[src/odo_pkg.sv]
// Shared constants and helpers for the wheel odometry block.
`default_nettype none
package odo_pkg;

  localparam int     FRAC_BITS   = 16;
  localparam longint PI_Q30      = 64'sd3373259426;
  localparam longint HALF_PI_Q30 = 64'sd1686629713;
  localparam longint GAIN_Q30    = 64'sd652032874;
  localparam int     DIV_W       = 64;
  localparam int     DVS_W       = 32;
  localparam int     HEAD_W      = 19;

  function automatic logic signed [33:0] atan_q30(input logic [4:0] idx);
    logic signed [33:0] v;
    case (idx)
      5'd0:    v = 34'sh03243F6A8;
      5'd1:    v = 34'sh01DAC6705;
      5'd2:    v = 34'sh00FADBAFC;
      5'd3:    v = 34'sh007F56EA6;
      5'd4:    v = 34'sh003FEAB76;
      5'd5:    v = 34'sh001FFD55B;
      5'd6:    v = 34'sh000FFFAAA;
      5'd7:    v = 34'sh0007FFF55;
      5'd8:    v = 34'sh0003FFFEA;
      5'd9:    v = 34'sh0001FFFFD;
      5'd10:   v = 34'sh0000FFFFF;
      5'd11:   v = 34'sh00007FFFF;
      5'd12:   v = 34'sh00003FFFF;
      5'd13:   v = 34'sh00001FFFF;
      5'd14:   v = 34'sh00000FFFF;
      5'd15:   v = 34'sh000007FFF;
      5'd16:   v = 34'sh000003FFF;
      5'd17:   v = 34'sh000001FFF;
      5'd18:   v = 34'sh000000FFF;
      5'd19:   v = 34'sh0000007FF;
      5'd20:   v = 34'sh0000003FF;
      5'd21:   v = 34'sh0000001FF;
      5'd22:   v = 34'sh0000000FF;
      5'd23:   v = 34'sh00000007F;
      default: v = '0;
    endcase
    return v;
  endfunction

  function automatic logic signed [31:0] sat32(input logic signed [71:0] v);
    logic signed [31:0] r;
    if (v > 72'sd2147483647) begin
      r = 32'sh7FFFFFFF;
    end else if (v < -72'sd2147483648) begin
      r = 32'sh80000000;
    end else begin
      r = v[31:0];
    end
    return r;
  endfunction

endpackage
`default_nettype wire

[src/odo_div.sv]
// Restoring unsigned divider, one quotient bit per cycle.
`default_nettype none
module odo_div (
  input  wire logic                       clk_i,
  input  wire logic                       rst_ni,
  input  wire logic                       start_i,
  input  wire logic [odo_pkg::DIV_W-1:0]  dividend_i,
  input  wire logic [odo_pkg::DVS_W-1:0]  divisor_i,
  output logic                            done_o,
  output logic [odo_pkg::DIV_W-1:0]       quotient_o
);
  import odo_pkg::*;

  logic                busy_q, done_q;
  logic [5:0]          cnt_q;
  logic [DIV_W-1:0]    quo_q;
  logic [DVS_W-1:0]    rem_q, dvs_q;
  logic [DVS_W:0]      trial;
  logic                fits;

  assign trial = {rem_q, quo_q[DIV_W-1]};
  assign fits  = trial >= {1'b0, dvs_q};

  always_ff @(posedge clk_i or negedge rst_ni) begin
    if (!rst_ni) begin
      busy_q <= 1'b0;
      done_q <= 1'b0;
      cnt_q  <= '0;
    end else begin
      done_q <= 1'b0;
      if (start_i) begin
        busy_q <= 1'b1;
        cnt_q  <= '0;
        quo_q  <= dividend_i;
        rem_q  <= '0;
        dvs_q  <= divisor_i;
      end else if (busy_q) begin
        rem_q <= fits ? DVS_W'(trial - {1'b0, dvs_q}) : trial[DVS_W-1:0];
        quo_q <= {quo_q[DIV_W-2:0], fits};
        cnt_q <= cnt_q + 6'd1;
        if (cnt_q == 6'(DIV_W - 1)) begin
          busy_q <= 1'b0;
          done_q <= 1'b1;
        end
      end
    end
  end

  assign done_o     = done_q;
  assign quotient_o = quo_q;
endmodule
`default_nettype wire

[config.mk]
export PLATFORM = sky130hd
export DESIGN_NAME = odo_div
export DESIGN_NICKNAME = d
export VERILOG_FILES = /design/src/odo_pkg.sv /design/src/odo_div.sv
export SDC_FILE = /design/constraint.sdc
export NUM_CORES = 1
export LEC_CHECK = 0
export ABC_CLOCK_PERIOD_IN_PS = 3880
export BUFFER_PORTS_ARGS = -buffer_cell sky130_fd_sc_hd__buf_4
export CAP_MARGIN = 25
export CORE_ASPECT_RATIO = 0.8
export CORE_UTILIZATION = 49
export DETAILED_ROUTE_END_ITERATION = 6
export PLACE_DENSITY = 0.76
export SYNTH_ARGS = -nofsm -noshare
export SYNTH_HDL_FRONTEND = slang
export SYNTH_SLANG_ARGS = --single-unit
[constraint.sdc]
create_clock -name clk_i -period 3.88 [get_ports clk_i]
set_input_delay 0 -clock clk_i [delete_from_list [all_inputs] [get_ports clk_i]]
set_output_delay 0 -clock clk_i [all_outputs]
set_load 0.005 [all_outputs]
==> flow_metrics.py <==
metrics = {
    "status": {
        "result_of_the_run": "complete, no violations",
    },
    "cells_and_area": {
        "fillerInstances": 1057,
        "area_of_the_multi_input_gates_sq_mm": 0.00325,
        "areaGrowthSynthToFinish_pct": 39.7,
        "ff_latch_area_sq_mm": 0.00405,
        "antennaDiodeCount": 0,
        "final_layout_size_suffix_gt1_share_pct": 29.9,
        "layout.nets": 1040,
        "layout.cells.non_filler": 1130,
    },
    "worst_setup_path": {
        "timing.rr.start": "rem_q[7]$_SDFFCE_PP0P_",
        "startpoint_type": "flip-flop",
        "critical_path.max_fanout": 20,
        "r2r_cells": 10,
        "first_element_of_the_critical_path": "rem_q[7]$_SDFFCE_PP0P_",
        "reg2reg_slack_ps": 450,
        "critPathRequiredTime_ps": 4120,
        "timing.critical_path.to": "rem_q[20]$_SDFFCE_PP0P_",
        "setup.worst_path.end_class": "flip-flop",
        "arrival_ps": 3680,
        "worst-setup-path-type": "flip-flop to flip-flop",
        "worst_r2r_endpoint": "rem_q[20]$_SDFFCE_PP0P_",
    },
    "floorplanning": {
        "core.rowCount": 40,
        "die-area_sq_mm": 0.0160,
        "initial_util_pct": 50.3,
        "io_pins": 164,
        "placeableCoreArea_sq_mm": 0.0151,
        "die_height_um": 113,
        "die_x_extent_um": 141,
    },
    "timing": {
        "timing.max_slew.rel_slack_pct": 52.2,
        "final.setup_skew_ps": 10.2,
        "min_period_ps": 3430,
        "setup-tns-final_ps": 0,
        "hold_ws_ps": 163,
        "grt_setup_unrepaired": "no",
        "drv_slew": 0,
        "final_setup_violation_count": 0,
        "layout_worst_path_cycle_share_pct": 88.5,
        "worst_pin_slew_ps": 717,
        "max_freq_ghz": 0.291,
        "final_hold_viol_count": 0,
    },
    "grt": {
        "grt_pass1_wl_um": 33100,
        "grt_max_degree": 69,
        "first_global_vias": 6510,
        "grt_util_all_layers_pct": 27.0,
        "grt_overflow_total": 0,
        "grt_antenna_before_repair": 0,
    },
    "clocking": {
        "clkLatencyLatePin_ps": 430,
        "htreeDepth": 4,
        "clk_path_buf_depth": 2,
        "clock-root-buffer": "sky130_fd_sc_hd__clkbuf_16",
        "cts_post_setup_buffers_inserted": 0,
        "cts_inserted_buffers": 17,
        "numClockSinks": 136,
        "tritoncts_clock_tree": "done",
        "clk_pin_slew_ps": 60,
    },
    "synth": {
        "synth_enable_flop_cells": 128,
        "synth.area.top_cells": "sky130_fd_sc_hd__edfxtp_1 (51%), sky130_fd_sc_hd__mux2_2 (10%), sky130_fd_sc_hd__ha_1 (5.4%)",
        "synth.ff_latch_count": 136,
        "post_synth_mux_area_share_pct": 12.2,
        "compound_gate_fraction_of_synth_area_pct": 11.9,
        "netlist_area_sq_mm": 0.00758,
        "synth_fp_nets": 781,
        "synthFlopType": "sky130_fd_sc_hd__edfxtp_1",
        "synth_simple_gate_area_share_pct": 9.63,
        "post_synthesis_cell_type_count": 52,
        "asyncSetResetFlopFracSynth_pct": 5.88,
        "post_synth_fa_ha_maj_area_fraction_pct": 5.71,
        "synthesis.area_per_instance_sq_um": 11.7,
        "part_of_the_yosys_area_used_for_sequential_elements_pct": 53.4,
        "syn-instance-count": 648,
        "synth_top_family_by_area": "multiplexers",
        "netlist.area_leader.share_pct": 50.7,
        "synth_xor_xnor_area_share_pct": 3.12,
        "yosys.area.top_type": "sky130_fd_sc_hd__edfxtp_1",
        "ys.warnings.count": 0,
    },
    "route": {
        "detail_route.wirelength_um": 20700,
        "antenna_viol_nets_final": 0,
        "avgViaCountPerCell": 5.52,
        "drt_iter0_drc": 476,
        "drtPass1Iterations": 7,
        "detail_route.wl_per_cell_um": 18.3,
        "via_count": 6240,
        "post-route-drc-count": 0,
    },
    "place": {
        "dp_cells": 999,
        "detailedPlacementHpwl_um": 12600,
        "place.gp.congestion": 0.908,
        "buffer_ports.inserted": 163,
    },
    "pwr": {
        "p_leak_nw": 4.45,
        "vdd_ir_drop_max_uv": 334,
        "power.density_cell_area_mw_per_mm2": 452,
    },
    "min_path": {
        "hold_path.class": "input port to asynchronous set/reset pin",
    },
    "flow_run": {
        "cap_viol_max_count": 0,
    },
}
how the worst min path moves through the flow:
stage | start | end | cells after the start
final | rst_ni | cnt_q[3]$_DFFE_PN0N_ | 2
after detailed placement | rst_ni | cnt_q[2]$_DFFE_PN0N_ | 1
after global routing | rst_ni | cnt_q[3]$_DFFE_PN0N_ | 2
after CTS | start_i | busy_q$_DFF_PN0_ | 3
after global placement | rst_ni | cnt_q[0]$_DFFE_PN0N_ | 1
after floorplan | rst_ni | busy_q$_DFF_PN0_ | 0
cells in the mapped netlist (all sizes together), types with 8 or more instances:
library cell,count
a211oi,30
a21o,14
a21oi,44
buf,11
clkbuf,19
dfrtp,8
edfxtp,128
ha,33
inv,44
mux2,68
mux2i,16
nand2,27
nand3,9
nand4,11
nor2,66
nor2b,8
nor3,9
o21ai,22
xnor2,15
xor2,12
worst max-delay path, stage by stage, from the launching register on:
cell,delay (ps)
sky130_fd_sc_hd__edfxtp_1,420
sky130_fd_sc_hd__ha_1,440
sky130_fd_sc_hd__a21oi_1,110
sky130_fd_sc_hd__or3_1,410
sky130_fd_sc_hd__and2_1,170
sky130_fd_sc_hd__nand4_1,110
sky130_fd_sc_hd__a311o_1,260
sky130_fd_sc_hd__a41oi_4,250
sky130_fd_sc_hd__buf_4,310
sky130_fd_sc_hd__or3b_2,490
sky130_fd_sc_hd__a311oi_1,270
cell type report:
| type | instances | share of cell area [%] |
|---|---|---|
| timing repair buffer | 270 | 21.5 |
| sequential | 136 | 38.2 |
| inverter | 44 | 1.56 |
| clock inverter | 15 | 1.56 |
| clock buffer | 17 | 4.02 |
| multi-input combinational | 438 | 30.7 |
| tap | 210 | 2.48 |
layer usage:
layer	routed length (um)	share of wire, %	GRT usage (%)	vias to the layer above
li1	-	-	-	2926
met1	8770	42	32.9	3018
met2	10100	49	45.6	252
met3	1370	6.6	7.91	44
met4	492	2.4	10.0	0
met5	0	0	0	-
registers in the layout (all words and copies together), names as in the netlist:
| register | count |
|---|---|
| busy_q | 1 |
| done_o | 1 |
| dvs_q | 32 |
| quotient_o | 64 |
| rem_q | 32 |
| cnt_q | 6 |
metrics by stage:
step                      total power, mW  setup slack, ps  area [sq um]  util (%)
after floorplan                      2.68              880          7580         -
after global placement               2.99              635          9000      59.8
after detailed placement             3.03              444          9000      59.8
after CTS                            4.77              442         10600      70.2
after global routing                 5.00              268         10600      70.3
final                                4.78              445         10600      70.3
logic make-up after synthesis:
family | after synthesis
muxes | 84
and+or+nand+nor | 155
buffers and inverters | 74
adders and majority gates | 34
DFF | 136
AOI/OAI and AO/OA | 138
xor gates and xnor gates | 27
timing repair:
| action | in CTS | in global routing |
|---|---|---|
| hold buffers | 98 | 1 |
| hold endpoints to repair | 104 | 1 |
| resized for setup | 0 | 0 |
power breakdown:
| group | internal (mW) | leakage [nW] | switching (mW) |
|---|---|---|---|
| clock | 0.962 | 0.290 | 0.695 |
| combinational | 0.621 | 2.80 | 0.630 |
| sequential | 1.78 | 1.36 | 0.0906 |
| total | 3.36 | 4.45 | 1.42 |
cell usage in the layout, fill, tap and decap left out, drive strengths merged, types with 4 or more instances in the layout:
cell         count
and2             5
or3              4
o21a             4
a21o            14
mux2            68
dlygate4sd3     99
nand4           11
nor2b            8
a21oi           44
o31a             4
clkbuf          17
edfxtp         128
inv             51
o21ai           22
nand3            9
a211oi          30
nor2            66
xor2            12
nand2           27
nor3             9
xnor2           15
nand2b           6
mux2i           16
ha              33
clkinv           5
dfrtp            8
buf            171
Note: power is estimated with default switching activity, not from simulation.
